`config.mk`:
```
export PLATFORM = sky130hd
export DESIGN_NAME = ps2_mouse_packet_tracker_unit_flat
export DESIGN_NICKNAME = d
export VERILOG_FILES = /design/src/hdl/ps2mt_pkg.sv /design/src/hdl/ps2mt_if.sv /design/src/hdl/ps2_mouse_packet_tracker_unit.sv /design/src/hdl/ps2mt_front.sv /design/src/hdl/ps2mt_fifo.sv /design/src/hdl/ps2mt_back.sv /design/src/flat_wrapper.sv
export SDC_FILE = /design/constraint.sdc
export NUM_CORES = 1
export LEC_CHECK = 0
export ABC_AREA = 1
export BUFFER_PORTS_ARGS = -buffer_cell sky130_fd_sc_hd__buf_2
export CORE_AREA = 2 2 163 165
export CTS_CLUSTER_DIAMETER = 100
export CTS_CLUSTER_SIZE = 40
export DETAILED_ROUTE_END_ITERATION = 16
export DIE_AREA = 0 0 165 167
export PLACE_DENSITY_LB_ADDON = 0.1
export SLEW_MARGIN = 40
export SYNTH_ARGS = -nofsm -noshare
export SYNTH_HDL_FRONTEND = slang
export SYNTH_SLANG_ARGS = --single-unit
export TNS_END_PERCENT = 100
```
`constraint.sdc`:
```
create_clock -name i_clk -period 6.5 [get_ports i_clk]
set_input_delay 1.625 -clock i_clk [delete_from_list [all_inputs] [get_ports i_clk]]
set_output_delay 1.625 -clock i_clk [all_outputs]
set_load 0.02 [all_outputs]
```
`src/hdl/ps2mt_pkg.sv`:
```
package ps2mt_pkg;

    // register map
    localparam int APB_AW = 3;
    localparam logic [APB_AW-1:0] ADDR_START_X = 3'd0;
    localparam logic [APB_AW-1:0] ADDR_START_Y = 3'd4;

    localparam logic signed [31:0] START_X_RST = 32'sd400;
    localparam logic signed [31:0] START_Y_RST = 32'sd300;

    localparam int QUEUE_DEPTH_DEF = 4;

    // status bits
    localparam int STAT_OBF = 0;
    localparam int STAT_AUX = 5;

    // first-byte bits
    localparam int FB_LEFT   = 0;
    localparam int FB_RIGHT  = 1;
    localparam int FB_MIDDLE = 2;
    localparam int FB_SYNC   = 3;
    localparam int FB_XSIGN  = 4;
    localparam int FB_YSIGN  = 5;

    localparam logic signed [31:0] POS_MAX = 32'sh7FFF_FFFF;
    localparam logic signed [31:0] POS_MIN = 32'sh8000_0000;

    typedef enum logic [1:0] {
        IDX_FIRST  = 2'd0,
        IDX_SECOND = 2'd1,
        IDX_THIRD  = 2'd2
    } t_idx;

    // one assembled packet
    typedef struct packed {
        logic [7:0] first_byte;
        logic [7:0] second_byte;
        logic [7:0] third_byte;
    } t_pkt;

    typedef struct packed {
        logic valid;
        t_pkt pkt;
    } t_push;

    // configuration write towards the position registers
    typedef struct packed {
        logic              wr_x;
        logic              wr_y;
        logic signed [31:0] data;
    } t_cfg;

endpackage

```
`src/hdl/ps2mt_if.sv`:
```
interface ps2mt_in_if;
    logic       valid;
    logic       ready;
    logic [7:0] ctrl_status;
    logic [7:0] rx_byte;

    modport source (output valid, output ctrl_status, output rx_byte, input ready);
    modport sink (input valid, input ctrl_status, input rx_byte, output ready);
endinterface

interface ps2mt_out_if;
    logic               valid;
    logic               ready;
    logic               button_left;
    logic               button_right;
    logic               button_middle;
    logic signed [8:0]  delta_x;
    logic signed [9:0]  delta_y;
    logic signed [31:0] cursor_x;
    logic signed [31:0] cursor_y;

    modport source (
        output valid, output button_left, output button_right, output button_middle,
        output delta_x, output delta_y, output cursor_x, output cursor_y, input ready
    );
    modport sink (
        input valid, input button_left, input button_right, input button_middle,
        input delta_x, input delta_y, input cursor_x, input cursor_y, output ready
    );
endinterface

```
`src/hdl/ps2_mouse_packet_tracker_unit.sv`:
```
// channel   dir  payload                                        beat taken when
// i_in      in   ctrl_status[7:0], rx_byte[7:0]                 valid && ready
// o_out     out  buttons x3, delta_x[8:0], delta_y[9:0],        valid && ready
//                cursor_x[31:0], cursor_y[31:0]
// apb       in   start_x @0x0, start_y @0x4, 32-bit data        psel && penable && pwrite
//
// One input byte per cycle while the packet queue has room; a packet result is written into
// the packet queue when its third byte is accepted and then moves to the output register.
// Reset is synchronous; no clearing pass is needed.
// A stalled output fills the packet queue (QUEUE_DEPTH packets) before i_in.ready falls.
module ps2_mouse_packet_tracker_unit #(
    parameter int QUEUE_DEPTH = ps2mt_pkg::QUEUE_DEPTH_DEF
) (
    input  logic                           i_clk,
    input  logic                           i_rst_n,
    ps2mt_in_if.sink                       i_in,
    ps2mt_out_if.source                    o_out,
    input  logic                           psel,
    input  logic                           penable,
    input  logic                           pwrite,
    input  logic [ps2mt_pkg::APB_AW-1:0]   paddr,
    input  logic [31:0]                    pwdata,
    output logic [31:0]                    prdata,
    output logic                           pready
);
    import ps2mt_pkg::*;

    logic signed [31:0] r_start_x;
    logic signed [31:0] r_start_y;
    logic               w_wr;
    t_cfg               w_cfg;
    t_push              w_push;
    t_pkt               w_pkt;
    logic               w_full, w_empty, w_pop;

    // decode register writes on bit 2 of the address
    assign pready     = 1'b1;
    assign w_wr       = psel && penable && pwrite && pready;
    assign w_cfg.wr_x = w_wr && (paddr[2] == ADDR_START_X[2]);
    assign w_cfg.wr_y = w_wr && (paddr[2] == ADDR_START_Y[2]);
    assign w_cfg.data = $signed(pwdata);
    assign prdata     = (paddr[2] == ADDR_START_Y[2]) ? r_start_y : r_start_x;

    always_ff @(posedge i_clk) begin
        if (!i_rst_n) begin
            r_start_x <= START_X_RST;
            r_start_y <= START_Y_RST;
        end else begin
            if (w_cfg.wr_x) r_start_x <= w_cfg.data;
            if (w_cfg.wr_y) r_start_y <= w_cfg.data;
        end
    end

    ps2mt_front u_front (
        .i_clk   (i_clk),
        .i_rst_n (i_rst_n),
        .i_in    (i_in),
        .i_full  (w_full),
        .o_push  (w_push)
    );

    ps2mt_fifo #(.DEPTH(QUEUE_DEPTH)) u_fifo (
        .i_clk   (i_clk),
        .i_rst_n (i_rst_n),
        .i_push  (w_push),
        .i_pop   (w_pop),
        .o_full  (w_full),
        .o_empty (w_empty),
        .o_pkt   (w_pkt)
    );

    ps2mt_back u_back (
        .i_clk   (i_clk),
        .i_rst_n (i_rst_n),
        .i_cfg   (w_cfg),
        .i_empty (w_empty),
        .i_pkt   (w_pkt),
        .o_pop   (w_pop),
        .o_out   (o_out)
    );

endmodule

```
`src/hdl/ps2mt_front.sv`:
```
module ps2mt_front (
    input  logic            i_clk,
    input  logic            i_rst_n,
    ps2mt_in_if.sink        i_in,
    input  logic            i_full,
    output ps2mt_pkg::t_push o_push
);
    import ps2mt_pkg::*;

    t_idx       r_idx, n_idx;
    logic [7:0] r_first, n_first;
    logic [7:0] r_second, n_second;
    logic       w_take;

    // stall only when the queue has no room
    assign i_in.ready = !i_full;
    assign w_take = i_in.valid && i_in.ready
                 && i_in.ctrl_status[STAT_OBF] && i_in.ctrl_status[STAT_AUX];

    // next byte position
    always_comb begin
        n_idx = r_idx;
        if (w_take) begin
            case (r_idx)
                IDX_SECOND: n_idx = IDX_THIRD;
                IDX_THIRD:  n_idx = IDX_FIRST;
                default:    n_idx = i_in.rx_byte[FB_SYNC] ? IDX_SECOND : IDX_FIRST;
            endcase
        end
    end

    // capture bytes and push a finished packet
    always_comb begin
        n_first  = r_first;
        n_second = r_second;
        o_push.valid = 1'b0;
        o_push.pkt.first_byte  = r_first;
        o_push.pkt.second_byte = r_second;
        o_push.pkt.third_byte  = i_in.rx_byte;
        if (w_take) begin
            case (r_idx)
                IDX_SECOND: n_second = i_in.rx_byte;
                IDX_THIRD:  o_push.valid = 1'b1;
                default: begin
                    if (i_in.rx_byte[FB_SYNC]) n_first = i_in.rx_byte;
                end
            endcase
        end
    end

    always_ff @(posedge i_clk) begin
        if (!i_rst_n) begin
            r_idx    <= IDX_FIRST;
            r_first  <= 8'd0;
            r_second <= 8'd0;
        end else begin
            r_idx    <= n_idx;
            r_first  <= n_first;
            r_second <= n_second;
        end
    end

endmodule

```
`src/hdl/ps2mt_fifo.sv`:
```
module ps2mt_fifo #(
    parameter int DEPTH = ps2mt_pkg::QUEUE_DEPTH_DEF
) (
    input  logic             i_clk,
    input  logic             i_rst_n,
    input  ps2mt_pkg::t_push i_push,
    input  logic             i_pop,
    output logic             o_full,
    output logic             o_empty,
    output ps2mt_pkg::t_pkt  o_pkt
);
    import ps2mt_pkg::*;

    localparam int PW = (DEPTH > 1) ? $clog2(DEPTH) : 1;
    localparam int CW = $clog2(DEPTH + 1);
    localparam logic [PW-1:0] LAST = PW'(DEPTH - 1);
    localparam logic [CW-1:0] FULL_CNT = CW'(DEPTH);

    t_pkt          r_mem [DEPTH];
    logic [PW-1:0] r_wr, n_wr;
    logic [PW-1:0] r_rd, n_rd;
    logic [CW-1:0] r_count, n_count;
    logic          w_wr, w_rd;

    assign o_full  = (r_count == FULL_CNT);
    assign o_empty = (r_count == '0);
    assign o_pkt   = r_mem[r_rd];
    assign w_wr    = i_push.valid && !o_full;
    assign w_rd    = i_pop && !o_empty;

    // advance pointers with wrap
    always_comb begin
        n_wr    = w_wr ? ((r_wr == LAST) ? '0 : r_wr + 1'b1) : r_wr;
        n_rd    = w_rd ? ((r_rd == LAST) ? '0 : r_rd + 1'b1) : r_rd;
        n_count = r_count;
        if (w_wr && !w_rd) n_count = r_count + 1'b1;
        else if (!w_wr && w_rd) n_count = r_count - 1'b1;
    end

    always_ff @(posedge i_clk) begin
        if (w_wr) r_mem[r_wr] <= i_push.pkt;
    end

    always_ff @(posedge i_clk) begin
        if (!i_rst_n) begin
            r_wr    <= '0;
            r_rd    <= '0;
            r_count <= '0;
        end else begin
            r_wr    <= n_wr;
            r_rd    <= n_rd;
            r_count <= n_count;
        end
    end

    a_count_bound: assert property (@(posedge i_clk) disable iff (!i_rst_n)
        r_count <= FULL_CNT)
        else $error("queue count beyond depth");

    a_no_overrun: assert property (@(posedge i_clk) disable iff (!i_rst_n)
        !(i_push.valid && o_full))
        else $error("packet pushed into full queue");

endmodule

```
`src/hdl/ps2mt_back.sv`:
```
module ps2mt_back (
    input  logic            i_clk,
    input  logic            i_rst_n,
    input  ps2mt_pkg::t_cfg i_cfg,
    input  logic            i_empty,
    input  ps2mt_pkg::t_pkt i_pkt,
    output logic            o_pop,
    ps2mt_out_if.source     o_out
);
    import ps2mt_pkg::*;

    logic signed [31:0] r_pos_x, n_pos_x;
    logic signed [31:0] r_pos_y, n_pos_y;
    logic               r_valid;
    logic               r_left, r_right, r_middle;
    logic signed [8:0]  r_dx, n_dx;
    logic signed [9:0]  r_dy, n_dy;
    logic [8:0]         w_dy9;
    logic [32:0]        w_sum_x, w_sum_y;

    // take a packet whenever the output beat is free or leaving
    assign o_pop = !i_empty && (!r_valid || o_out.ready);

    // sign-extend movements, negate Y
    always_comb begin
        n_dx  = {i_pkt.first_byte[FB_XSIGN], i_pkt.second_byte};
        w_dy9 = {i_pkt.first_byte[FB_YSIGN], i_pkt.third_byte};
        n_dy  = -$signed({w_dy9[8], w_dy9});
    end

    // saturating cursor update
    always_comb begin
        w_sum_x = {r_pos_x[31], r_pos_x} + {{24{n_dx[8]}}, n_dx};
        w_sum_y = {r_pos_y[31], r_pos_y} + {{23{n_dy[9]}}, n_dy};
        if (w_sum_x[32] != w_sum_x[31]) n_pos_x = w_sum_x[32] ? POS_MIN : POS_MAX;
        else n_pos_x = $signed(w_sum_x[31:0]);
        if (w_sum_y[32] != w_sum_y[31]) n_pos_y = w_sum_y[32] ? POS_MIN : POS_MAX;
        else n_pos_y = $signed(w_sum_y[31:0]);
    end

    // position registers: loaded by configuration, moved by packets
    always_ff @(posedge i_clk) begin
        if (!i_rst_n) begin
            r_pos_x <= START_X_RST;
            r_pos_y <= START_Y_RST;
        end else begin
            if (i_cfg.wr_x) r_pos_x <= i_cfg.data;
            else if (o_pop) r_pos_x <= n_pos_x;
            if (i_cfg.wr_y) r_pos_y <= i_cfg.data;
            else if (o_pop) r_pos_y <= n_pos_y;
        end
    end

    // output beat register
    always_ff @(posedge i_clk) begin
        if (!i_rst_n) begin
            r_valid <= 1'b0;
        end else if (o_pop) begin
            r_valid <= 1'b1;
        end else if (o_out.ready) begin
            r_valid <= 1'b0;
        end
    end

    always_ff @(posedge i_clk) begin
        if (o_pop) begin
            r_left   <= i_pkt.first_byte[FB_LEFT];
            r_right  <= i_pkt.first_byte[FB_RIGHT];
            r_middle <= i_pkt.first_byte[FB_MIDDLE];
            r_dx     <= n_dx;
            r_dy     <= n_dy;
        end
    end

    assign o_out.valid         = r_valid;
    assign o_out.button_left   = r_left;
    assign o_out.button_right  = r_right;
    assign o_out.button_middle = r_middle;
    assign o_out.delta_x       = r_dx;
    assign o_out.delta_y       = r_dy;
    assign o_out.cursor_x      = r_pos_x;
    assign o_out.cursor_y      = r_pos_y;

    a_pop_fills: assert property (@(posedge i_clk) disable iff (!i_rst_n)
        o_pop |=> r_valid)
        else $error("popped packet produced no beat");

    a_drain: assert property (@(posedge i_clk) disable iff (!i_rst_n)
        (r_valid && o_out.ready && i_empty) |=> !r_valid)
        else $error("beat repeated after delivery");

endmodule
```
`src/flat_wrapper.sv`:
```
// flat-port wrapper written by rule: the top's interface ports become plain ports
module ps2_mouse_packet_tracker_unit_flat import ps2mt_pkg::*;
#(
    parameter int QUEUE_DEPTH = ps2mt_pkg::QUEUE_DEPTH_DEF
)
  (i_clk, i_rst_n, psel, penable, pwrite, paddr, pwdata, prdata, pready, i_in_valid, i_in_ctrl_status, i_in_rx_byte, i_in_ready, o_out_valid, o_out_button_left, o_out_button_right, o_out_button_middle, o_out_delta_x, o_out_delta_y, o_out_cursor_x, o_out_cursor_y, o_out_ready);
  ps2mt_in_if i_in_i ();
  ps2mt_out_if o_out_i ();
  input  logic i_clk;
  input  logic i_rst_n;
  input  logic psel;
  input  logic penable;
  input  logic pwrite;
  input  logic [ps2mt_pkg::APB_AW-1:0] paddr;
  input  logic [31:0] pwdata;
  output logic [31:0] prdata;
  output logic pready;
  input wire logic [$bits(i_in_i.valid)-1:0] i_in_valid;
  input wire logic [$bits(i_in_i.ctrl_status)-1:0] i_in_ctrl_status;
  input wire logic [$bits(i_in_i.rx_byte)-1:0] i_in_rx_byte;
  output wire logic [$bits(i_in_i.ready)-1:0] i_in_ready;
  output wire logic [$bits(o_out_i.valid)-1:0] o_out_valid;
  output wire logic [$bits(o_out_i.button_left)-1:0] o_out_button_left;
  output wire logic [$bits(o_out_i.button_right)-1:0] o_out_button_right;
  output wire logic [$bits(o_out_i.button_middle)-1:0] o_out_button_middle;
  output wire logic [$bits(o_out_i.delta_x)-1:0] o_out_delta_x;
  output wire logic [$bits(o_out_i.delta_y)-1:0] o_out_delta_y;
  output wire logic [$bits(o_out_i.cursor_x)-1:0] o_out_cursor_x;
  output wire logic [$bits(o_out_i.cursor_y)-1:0] o_out_cursor_y;
  input wire logic [$bits(o_out_i.ready)-1:0] o_out_ready;
  assign i_in_i.valid = i_in_valid;
  assign i_in_i.ctrl_status = i_in_ctrl_status;
  assign i_in_i.rx_byte = i_in_rx_byte;
  assign i_in_ready = i_in_i.ready;
  assign o_out_valid = o_out_i.valid;
  assign o_out_button_left = o_out_i.button_left;
  assign o_out_button_right = o_out_i.button_right;
  assign o_out_button_middle = o_out_i.button_middle;
  assign o_out_delta_x = o_out_i.delta_x;
  assign o_out_delta_y = o_out_i.delta_y;
  assign o_out_cursor_x = o_out_i.cursor_x;
  assign o_out_cursor_y = o_out_i.cursor_y;
  assign o_out_i.ready = o_out_ready;
  ps2_mouse_packet_tracker_unit #(.QUEUE_DEPTH(QUEUE_DEPTH)) u_core (.i_clk(i_clk), .i_rst_n(i_rst_n), .i_in(i_in_i), .o_out(o_out_i), .psel(psel), .penable(penable), .pwrite(pwrite), .paddr(paddr), .pwdata(pwdata), .prdata(prdata), .pready(pready));
endmodule
```
Word-level counts from Yosys, hierarchy flattened
Memories as Yosys holds them, arrays and structs flattened. A register that Yosys moved wholly into a read port is not among the register bits.
Index checks and enable logic that the tools add are counted.
{ "op_classes": {"n_addsub": 7, "eq_ne": 7, "n_reduce_logical": 26, "mux": 23, "n_bitwise": 2} }
{ "op_table": {"columns": ["operator", "n"], "rows": [
  ["two-way mux 32 bit", 9],
  ["adder 32 x 10 -> 33 bit", 1],
  ["adder 32 x 9 -> 33 bit", 1],
  ["logical AND 1 bit", 12],
  ["negation 9 -> 10 bit", 1],
  ["two-way mux 2 bit", 4],
  ["nonzero test 2 bit", 4],
  ["two-way mux 1 bit", 7],
  ["equality test 2 bit, second input constant", 3],
  ["two-way mux 3 bit", 2],
  ["logical NOT 1 bit", 5],
  ["adder 2 x 1 -> 2 bit, second input constant", 2],
  ["one-hot mux 2 bit (2 select lines)", 1],
  ["adder 3 x 1 -> 3 bit, second input constant", 1],
  ["equality test 3 bit, second input constant", 1],
  ["logical NOT 3 bit", 1],
  ["AND reduction 3 bit", 1],
  ["subtractor 3 x 1 -> 3 bit, second input constant", 1],
  ["equality test 2 x 1 -> 1 bit, second input constant", 1],
  ["!= test 1 bit", 2],
  ["NOT 1 bit", 2],
  ["AND reduction 2 bit", 1],
  ["OR reduction 2 bit", 1],
  ["logical OR 1 bit", 1]
]} }
{ "word_totals": {"inputBits": 58, "register_bits": 176, "ramBits": 96, "n_memories": 1, "wordCells": 82, "output_inout_bits": 121} }
{ "mem_list": {"columns": ["memory", "depth", "word_bits", "read_ports", "rd_clocked_by_memory_dff", "write_ports", "line", "text"], "rows": [
  ["u_core.u_fifo.r_mem", 4, 24, 1, 1, 1, "ps2mt_fifo.sv:19", "t_pkt r_mem [DEPTH];"]
]} }

Longest topological paths before layout
Gate-level depths: netlist (run 1).
{ "depth": {"depth_word": 11, "mapped_depth": 29, "ltp_nobuf": 26} }

Cells and area by module
From an unflattened synthesis (run 1), not the netlist that was laid out.
{ "hier_totals": {"cells_unflattened": 2145, "area_unflattened_um2": 16470.8} }
{ "modules_own_cells": {"columns": ["module", "cells_per_inst", "area_per_inst_um2", "seq_area_each_um2", "n_inst"], "rows": [
  ["ps2mt_back", 1205, 8197.9, 1961.9, 1],
  ["ps2mt_fifo", 304, 4226.6, 3062.9, 1],
  ["ps2_mouse_packet_tracker_unit", 483, 3009.1, 1281.2, 1],
  ["ps2mt_front", 153, 1037.2, 360.3, 1]
]} }

Worst setup path before layout (run 1)
Ideal clock, no wire load.
{ "synth_timing": {"path_kind": "input -> register", "from": "input o_out_ready", "to": "register u_core.u_fifo.r_count[1]", "n_path_buf": 0, "t_arrival_ns": 4.290, "path_stages": 8, "path_slack_ns": 2.091, "t_required_ns": 6.381, "setup_time_ns": 0.119, "cell_sequence": "nor2_1 a31oi_1 inv_1 ha_1 inv_1 fa_1 o21ai_0 a21oi_1"} }
{ "synth_via": {"elab_chain_len": 6, "elab_cells_between_ends": 8, "classes_between": "mux (1); reduce/logical (7)"} }
{ "synth_rtl": {"columns": ["item", "line", "text"], "rows": [
  ["start, declared", "flat_wrapper.sv:30", "input wire logic [$bits(o_out_i.ready)-1:0] o_out_ready;"],
  ["logical OR 1 bit", "ps2mt_back.sv:22", "assign o_pop = !i_empty && (!r_valid || o_out.ready);"],
  ["logical AND 1 bit", "ps2mt_back.sv:22", null],
  ["via u_core.u_back.o_pop", "ps2mt_back.sv:7", "output logic o_pop,"],
  ["logical AND 1 bit", "ps2mt_fifo.sv:29", "assign w_rd = i_pop && !o_empty;"],
  ["logical NOT 1 bit", "ps2mt_fifo.sv:36", "if (w_wr && !w_rd) n_count = r_count + 1'b1;"],
  ["logical AND 1 bit", "ps2mt_fifo.sv:36", null],
  ["two-way mux 3 bit", "ps2mt_fifo.sv:36", null],
  ["via u_core.u_fifo.n_count[1]", "ps2mt_fifo.sv:22", "logic [CW-1:0] r_count, n_count;"],
  ["end signal, assigned", "ps2mt_fifo.sv:52", "r_count <= n_count;"],
  ["end, declared", "ps2mt_fifo.sv:22", null]
]} }
The timed path passes the listed nets, and every way through them passes these cells.
A chain may end at the register's enable or synchronous reset.

==> results of run 1 <==
==> registers in the layout, indices dropped and copies added (netlist names), named ones only <==
signal,cells
u_core.u_fifo.r_rd,2
u_core.u_back.o_out.valid,1
u_core.u_fifo.r_count,3
u_core.u_back.o_out.delta_x,9
u_core.u_front.r_second,8
u_core.u_back.o_out.delta_y,10
u_core.u_front.r_first,5
u_core.u_back.o_out.cursor_x,32
u_core.r_start_x,32
u_core.u_fifo.r_wr,2
u_core.u_back.o_out.button_middle,1
u_core.r_start_y,32
u_core.u_fifo.r_mem,84
u_core.u_front.r_idx,2
u_core.u_back.o_out.button_left,1
u_core.u_back.o_out.button_right,1
u_core.u_back.o_out.cursor_y,32
==> cell families (layout without fill, tap and decap cells) <==
family	Yosys count	count (layout)	synth area share
adders and majority gates	78	78	0.0653
AOI/OAI and AO/OA	327	327	0.118
buffers and inverters	315	444	0.0849
xor gates and xnor gates	46	46	0.0263
and+or+nand+nor	1097	1097	0.297
other	1	9	0.000245
DFF	259	259	0.408
==> layer usage <==
| metal | vias up | GRT usage | wire length (µm) | part of all wire |
|---|---|---|---|---|
| li1 | 7078 | - | - | - |
| met1 | 6545 | 0.390 | 17600 | 0.42 |
| met2 | 437 | 0.516 | 20000 | 0.48 |
| met3 | 75 | 0.0506 | 2970 | 0.071 |
| met4 | 4 | 0.0790 | 1190 | 0.028 |
| met5 | - | 0 | 27 | 0.00065 |
==> critical path, cell delays in order, from the launching register on <==
cell	delay, ns
dfxtp_1	0.34
inv_1	0.49
buf_4	0.30
a21oi_1	0.06
a32oi_1	0.31
inv_1	0.12
nand3_1	0.14
nor2_1	0.08
nand3_1	0.10
nand2_1	0.06
inv_1	0.55
ha_1	0.44
a21oi_1	0.26
nand2_1	0.13
nand2_1	0.11
nand2_1	0.07
a21oi_2	0.21
nand2_1	0.10
nand2_1	0.06
nand2_1	0.06
nand2_2	0.44
nand3_1	0.15
nand2_1	0.10
nand2_1	0.06
a21oi_1	0.14
==> cell usage after synthesis (all sizes together) <==
library cell / count
ha: 75
nand2: 723
nor4: 3
a32oi: 3
bufinv: 1
o21ai: 97
xnor2: 16
nor3: 8
conb: 1
a21o: 2
a211oi: 1
and3: 1
a21boi: 1
xor2: 30
a32o: 5
fa: 3
nand3: 128
clkbuf: 54
o211ai: 1
edfxtp: 106
o21a: 2
nor2: 220
a21oi: 183
and2: 1
dfxtp: 153
inv: 235
or2: 4
o22ai: 13
nand4: 9
a31oi: 5
o211a: 1
buf: 25
a221oi: 1
o21bai: 12
==> layout by cell type (no fill, tap or decap), types with 12 or more instances in the layout <==
cell and n:
a21oi_1 168, a21oi_2 15, buf_2 168, buf_4 18, clkbuf_16 12, dfxtp_1 153
edfxtp_1 106, ha_1 75, inv_1 224, nand2_1 700, nand2_2 17, nand3_1 123
nor2_1 193, nor2_2 25, o21ai_0 90, o21bai_1 12, o22ai_1 12, xnor2_1 16
xor2_1 30
==> cell type report <==
cell class                 count  area (µm²)
sequential                   259        6250
inverter                     236         901
timing repair buffer         188        1010
tap                          335         419
clock inverter                 6         134
multi-input combinational   1549        7790
antenna                        8        20.0
fill                        2377        8940
clock buffer                  14         308
==> metrics by stage <==
step | utilization | hold slack (ns)
floorplan | - | 0.429
global placement | 0.633 | 0.439
detailed placement | 0.634 | 0.443
CTS | 0.652 | 0.472
global route | 0.652 | 0.489
finish | 0.653 | 0.470
==> path summary, 6_finish.rpt <==
kind,startpoint,end,slack [ns],depth (start not counted)
max,register,u_core.u_back.o_out.cursor_y[23]$_SDFFE_PN0P_,1.48,24
min,u_core.r_start_x[10]$_SDFFE_PN0P_,u_core.r_start_x[10]$_SDFFE_PN0P_,0.47,2
max reg2reg,register,u_core.u_back.o_out.cursor_y[23]$_SDFFE_PN0P_,1.48,24
min reg2reg,u_core.r_start_x[10]$_SDFFE_PN0P_,u_core.r_start_x[10]$_SDFFE_PN0P_,0.47,2
==> key figures, run 1 <==
Critical path
  – WP data arrival: 5.43 ns
  – Crit Path Max Fanout: 30
  – Setup Crit Path Kind: register to register
  – Critical Path RT: 6.91 ns
  – Setup crit end kind: register
  – Worst Setup Start Kind: register

Timing
  – Post-layout min period: 5.02 ns
  – Worst Max-Slew Pin Slew: 0.765 ns
  – # setup viols final: 0
  – Max-slew headroom: 0.489
  – Final worst slack: 1.48 ns
  – Final hold vios: 0
  – Max Clock Skew: 0.0524 ns
  – Fin crit share: 0.773
  – Max frequency: 199 MHz
  – Unrepaired setup endpoints after global routing: false
  – Max-slew violations: 0
  – TNS Setup: 0 ns

Layout
  – Final Cell Area: 0.0168 mm²
  – Finished Layout Cells: 2595
  – Area growth syn-to-layout: 10.0%
  – Share of cells above drive strength 1: 0.129
  – Net count, final: 2382

Route
  – DR iter-0 viols: 1104
  – Drt first pass iters: 6
  – WL per Instance: 16.1 µm
  – Vias: 14100
  – DRC errors left: 0
  – Post-detailed-route count of antenna-violating nets: 0
  – Final WL: 41800 µm
  – Vias/cell: 5.45

Floorplan
  – Die Y: 167 µm
  – I/O pins: 179
  – Initial Util: 0.594
  – Die width: 165 µm
  – Core Area: 0.0258 mm²
  – Row cnt: 59
  – Die ar.: 0.0276 mm²

Synthesis
  – Mapped Nets: 2259
  – Biggest area consumer among synthesized cells: edfxtp_1
  – Synthesized flop and latch total: 259
  – Post-Syn Area: 0.0153 mm²
  – Unique masters post-synth: 49
  – Post-synthesis sequential area ratio: 0.408
  – Syn Area/Cell: 7.20 µm²
  – Synth Instances: 2123
  – Top cell type's share of synthesized area: 0.208
  – Synth Warn #: 0
  – Synth top area cells: edfxtp_1, dfxtp_1, nand2_1

Clock network
  – CTS tree: yes
  – Cts hold-fix bufs: 0
  – CTS max path bufs: 3
  – Worst-skew pair later-pin latency: 0.53 ns
  – CTS Root Cell: clkbuf_16
  – Cts repair resizes: 0
  – Clock-pin slew on the worst setup and hold paths: 0.14 ns
  – Setup Fix Bufs, Post-CTS: 0
  – H-Tree Level Count: 1
  – Clock buffer count from CTS: 12
  – # clock sinks: 259

Placed design
  – Placed Cells: 2566
  – DP Area: 0.0163 mm²
  – Final Wtd Congestion: 0.922
  – Pre-CTS setup slack: 1.58 ns
  – Detailed placement HPWL: 31500 µm
  – IO buf count: 169

Global route
  – GRT Overall Usage: 0.300
  – Vias in the first global route: 12900
  – Total gr overflow: 0
  – Largest net degree at the start of global routing: 62
  – Initial antenna violation count: 7
  – First-pass GRT wire length: 66100 µm

Status
  – Outcome: completed

Min path
  – HP Class: register to register

Job
  – Max_cap viols: 0
Power of run 1 is not shown: default switching activity piles up to over one toggle a cycle in this logic, so the estimate is an artifact.
==> inputs of run 2 (changes only) <==
ABC_AREA = 0   (was 1)
CORE_AREA = 2 2 156 158   (was 2 2 163 165)
DIE_AREA = 0 0 158 160   (was 0 0 165 167)
clock period = 5.06 ns   (was 6.5 ns; I/O delays follow)
==> key figures, run 2 <==
Critical path
  – Slowest cell on crit path: mux4_2 (was inv_1)
  – CP top delay family: compound AO/OA/AOI/OAI gates (was simple AND/OR/NAND/NOR gates)
  – Critical Path Max Stage Delay: 0.60 ns (was 0.55 ns)
  – Setup Crit Path Kind: register to register (unchanged)
  – Critical Path RT: 5.46 ns (was 6.91 ns)
  – WP data arrival: 5.16 ns (was 5.43 ns)
  – Worst Setup Start Kind: register (unchanged)
  – Crit Path Max Fanout: 9 (was 30)
  – CP bufs+invs: 1 (was 4)
  – Crit path top cell by count: ha_1 (was nand2_1)
  – Setup crit end kind: register (unchanged)
  – Crit-path cells: mux4_2 > inv_1 > ha_1 > nor3b_1 > nand2_1 > nor3_1 > xnor2_1 > ha_1 > and3_1 > o2bb2ai_1 > a31oi_2 > o21ba_2 > a21o_1 > a21o_4 > o211ai_2 > nor2_1 > o22ai_1 (was inv_1 > buf_4 > a21oi_1 > a32oi_1 > inv_1 > nand3_1 > nor2_1 > nand3_1 > nand2_1 > inv_1 > ha_1 > a21oi_1 > nand2_1 > nand2_1 > nand2_1 > a21oi_2 > nand2_1 > nand2_1 > nand2_1 > nand2_2 > nand3_1 > nand2_1 > nand2_1 > a21oi_1)

Global route
  – GRT Overall Usage: 0.289 (was 0.300)
  – First-pass GRT wire length: 57000 µm (was 66100 µm)
  – Total gr overflow: 0 (unchanged)
  – Initial antenna violation count: 5 (was 7)
  – Largest net degree at the start of global routing: 47 (was 62)
  – Vias in the first global route: 10300 (was 12900)

Layout
  – Share of cells above drive strength 1: 0.204 (was 0.129)
  – Post-layout util: 0.643 (was 0.653)
  – Max reg flops: 84 (unchanged)
  – Net count, final: 1656 (was 2382)
  – Most frequent cells in the layout: nand2_1, buf_2, dfxtp_1 (was nand2_1, inv_1, nor2_1)
  – Area growth syn-to-layout: 12.0% (was 10.0%)
  – Top reg by flops: u_core.u_fifo.r_mem (unchanged)
  – Commonest non-fill, non-tap cell in the layout: nand2_1 (unchanged)

Synthesis
  – Synth top cells by count: nand2_1, dfxtp_1, a21oi_1 (was nand2_1, inv_1, nor2_1)
  – Post-synthesis sequential area ratio: 0.457 (was 0.408)
  – Ys flop type: dfxtp_1 (unchanged)
  – Top cell type's share of synthesized area: 0.233 (was 0.208)
  – Post-synth EDFFs: 106 (unchanged)
  – Synthesized flop and latch total: 259 (unchanged)
  – Mapped Nets: 1519 (was 2259)
  – Synth Warn #: 0 (unchanged)
  – Syn Area/Cell: 9.88 µm² (was 7.20 µm²)
  – Synth Instances: 1383 (was 2123)
  – Ys async rst share: 0 (unchanged)
  – Synth top area cells: edfxtp_1, dfxtp_1, ha_1 (was edfxtp_1, dfxtp_1, nand2_1)
  – Unique masters post-synth: 81 (was 49)
  – Count leader, synth: nand2_1 (unchanged)
  – Post-Syn Area: 0.0137 mm² (was 0.0153 mm²)
  – Biggest area consumer among synthesized cells: edfxtp_1 (unchanged)

Power and ir drop
  – Pwr dens: 616 mW/mm²
  – Pleak: 0.00615 µW
  – Peak VDD IR: 365 µV

Placed design
  – Detailed placement HPWL: 26800 µm (was 31500 µm)
  – IO buf count: 169 (unchanged)
  – Pre-CTS setup slack: -0.0651 ns (was 1.58 ns)
  – Final Wtd Congestion: 0.932 (was 0.922)

Floorplan
  – Die Y: 160 µm (was 167 µm)
  – Initial Util: 0.574 (was 0.594)
  – Core Area: 0.0238 mm² (was 0.0258 mm²)
  – I/O pins: 179 (unchanged)
  – Die ar.: 0.0253 mm² (was 0.0276 mm²)
  – Die width: 158 µm (was 165 µm)
  – Row cnt: 57 (was 59)

Timing
  – Final worst slack: 0.298 ns (was 1.48 ns)
  – Max-slew headroom: 0.500 (was 0.489)
  – Fin crit share: 0.941 (was 0.773)
  – Max frequency: 210 MHz (was 199 MHz)
  – Worst Max-Slew Pin Slew: 0.750 ns (was 0.765 ns)
  – Final hold vios: 0 (unchanged)
  – Max Clock Skew: 0.0435 ns (was 0.0524 ns)
  – # setup viols final: 0 (unchanged)
  – Post-layout min period: 4.76 ns (was 5.02 ns)
  – Max-slew violations: 0 (unchanged)

Clock network
  – Worst-skew pair later-pin latency: 0.53 ns (about the same)
  – Clock buffer count from CTS: 12 (unchanged)
  – CTS tree: yes (unchanged)
  – # clock sinks: 259 (unchanged)
  – CTS Root Cell: clkbuf_16 (unchanged)
  – CTS max path bufs: 3 (unchanged)
  – H-Tree Level Count: 1 (unchanged)
  – Clock-pin slew on the worst setup and hold paths: 0.14 ns (about the same)

Job
  – Max_cap viols: 0 (unchanged)

Route
  – Vias/cell: 5.96 (was 5.45)
  – DRC errors left: 0 (unchanged)
  – Final WL: 37200 µm (was 41800 µm)
  – Post-detailed-route count of antenna-violating nets: 0 (unchanged)
  – Drt first pass iters: 5 (was 6)
  – DR iter-0 viols: 696 (was 1104)
  – Vias: 11100 (was 14100)
  – WL per Instance: 20.1 µm (was 16.1 µm)

Status
  – Outcome: completed (unchanged)

Min path
  – HP Class: register to register (unchanged)
-- run 2: cell count changes in the layout (fill, tap and decap cells not counted), moves of 21 or more --
cell	change
a21o_1	+26
a21oi_1	-42
inv_1	-196
a31oi_1	+51
a21boi_0	+37
nand3_1	-88
nor2_1	-149
nor2_2	-23
nand2_1	-461
mux2_2	+33
xnor2_1	+27
mux4_2	+21
o21ai_0	-29
-- run 2: per-stage QoR --
| step | cells | total power, µW | area [µm²] | setup TNS (ns) | hold slack [ns] |
|---|---|---|---|---|---|
| after global routing | 1851 | 10100 | 15300 | -0.0375 | 0.478 |
| after floorplan | 1383 | 6830 | 13700 | 0 | 0.419 |
| after detailed placement | 1830 | 8140 | 14800 | -0.357 | 0.439 |
| after global placement | 1830 | 8080 | 14800 | 0 | 0.429 |
| after CTS | 1850 | 9420 | 15300 | 0 | 0.463 |
| final | 1854 | 9440 | 15300 | 0 | 0.463 |
-- run 2: path summary, 6_finish.rpt --
path | from | end | slack (ns) | cells after the start
worst max-delay path | register | u_core.u_back.o_out.cursor_y[23]$_SDFFE_PN0P_ | 0.30 | 17
worst min-delay path | u_core.r_start_x[4]$_SDFFE_PN1P_ | u_core.r_start_x[4]$_SDFFE_PN1P_ | 0.46 | 2
worst max register to register | register | u_core.u_back.o_out.cursor_y[23]$_SDFFE_PN0P_ | 0.30 | 17
worst min register to register | u_core.r_start_x[4]$_SDFFE_PN1P_ | u_core.r_start_x[4]$_SDFFE_PN1P_ | 0.46 | 2
-- run 2: where the power goes --
part	total, µW	leakage [µW]	internal (µW)	switching, µW
Sequential	2780	0.00223	2540	241
Combinational	5400	0.00371	2090	3320
Clock	1260	0.000210	507	757
-- run 2: cell type report --
type,instances,area (µm²)
repair buffers,197,1060
multi-input cells,1020,7040
fillers,2061,8500
flip-flops and latches,259,6250
diodes,4,10.0
clock inverters,7,126
clock buffers,13,314
well taps,324,405
inverters,30,113
-- run 2: per-layer routing --
metal	vias to the layer above	GRT usage	share of wire
met5	-	0	0.00097
met4	6	0.0676	0.023
met3	51	0.0399	0.053
met2	290	0.493	0.49
met1	5352	0.390	0.43
li1	5353	-	-
-- run 2: kinds of logic (layout without fill, tap and decap cells) --
kind of cell,after synthesis,after routing,share of synthesized area
adders and majority gates,78,78,0.0730
other,1,5,0.000274
AOI/OAI and AO/OA,416,416,0.201
xor gates and xnor gates,64,64,0.0410
and+or+nand+nor,397,397,0.127
buffers and inverters,104,247,0.0316
DFF,259,259,0.457
muxes,64,64,0.0695
-- run 2: worst min-delay path: cells and delay by family (launching register included) --
| family | cells | cell delay, ns |
|---|---|---|
| flops | 1 | 0.34 |
| simple gates | 2 | 0.10 |
-- run 2: timing repair --
item / 4_1_cts / 5_1_grt
pin swaps: 0 / 0
hold buffers: 0 / 0
setup buffers: 0 / 0
resized for setup: 1 / 4
endpoints found under the setup margin: 27 / 40
Power figures use the tool's default switching activity.
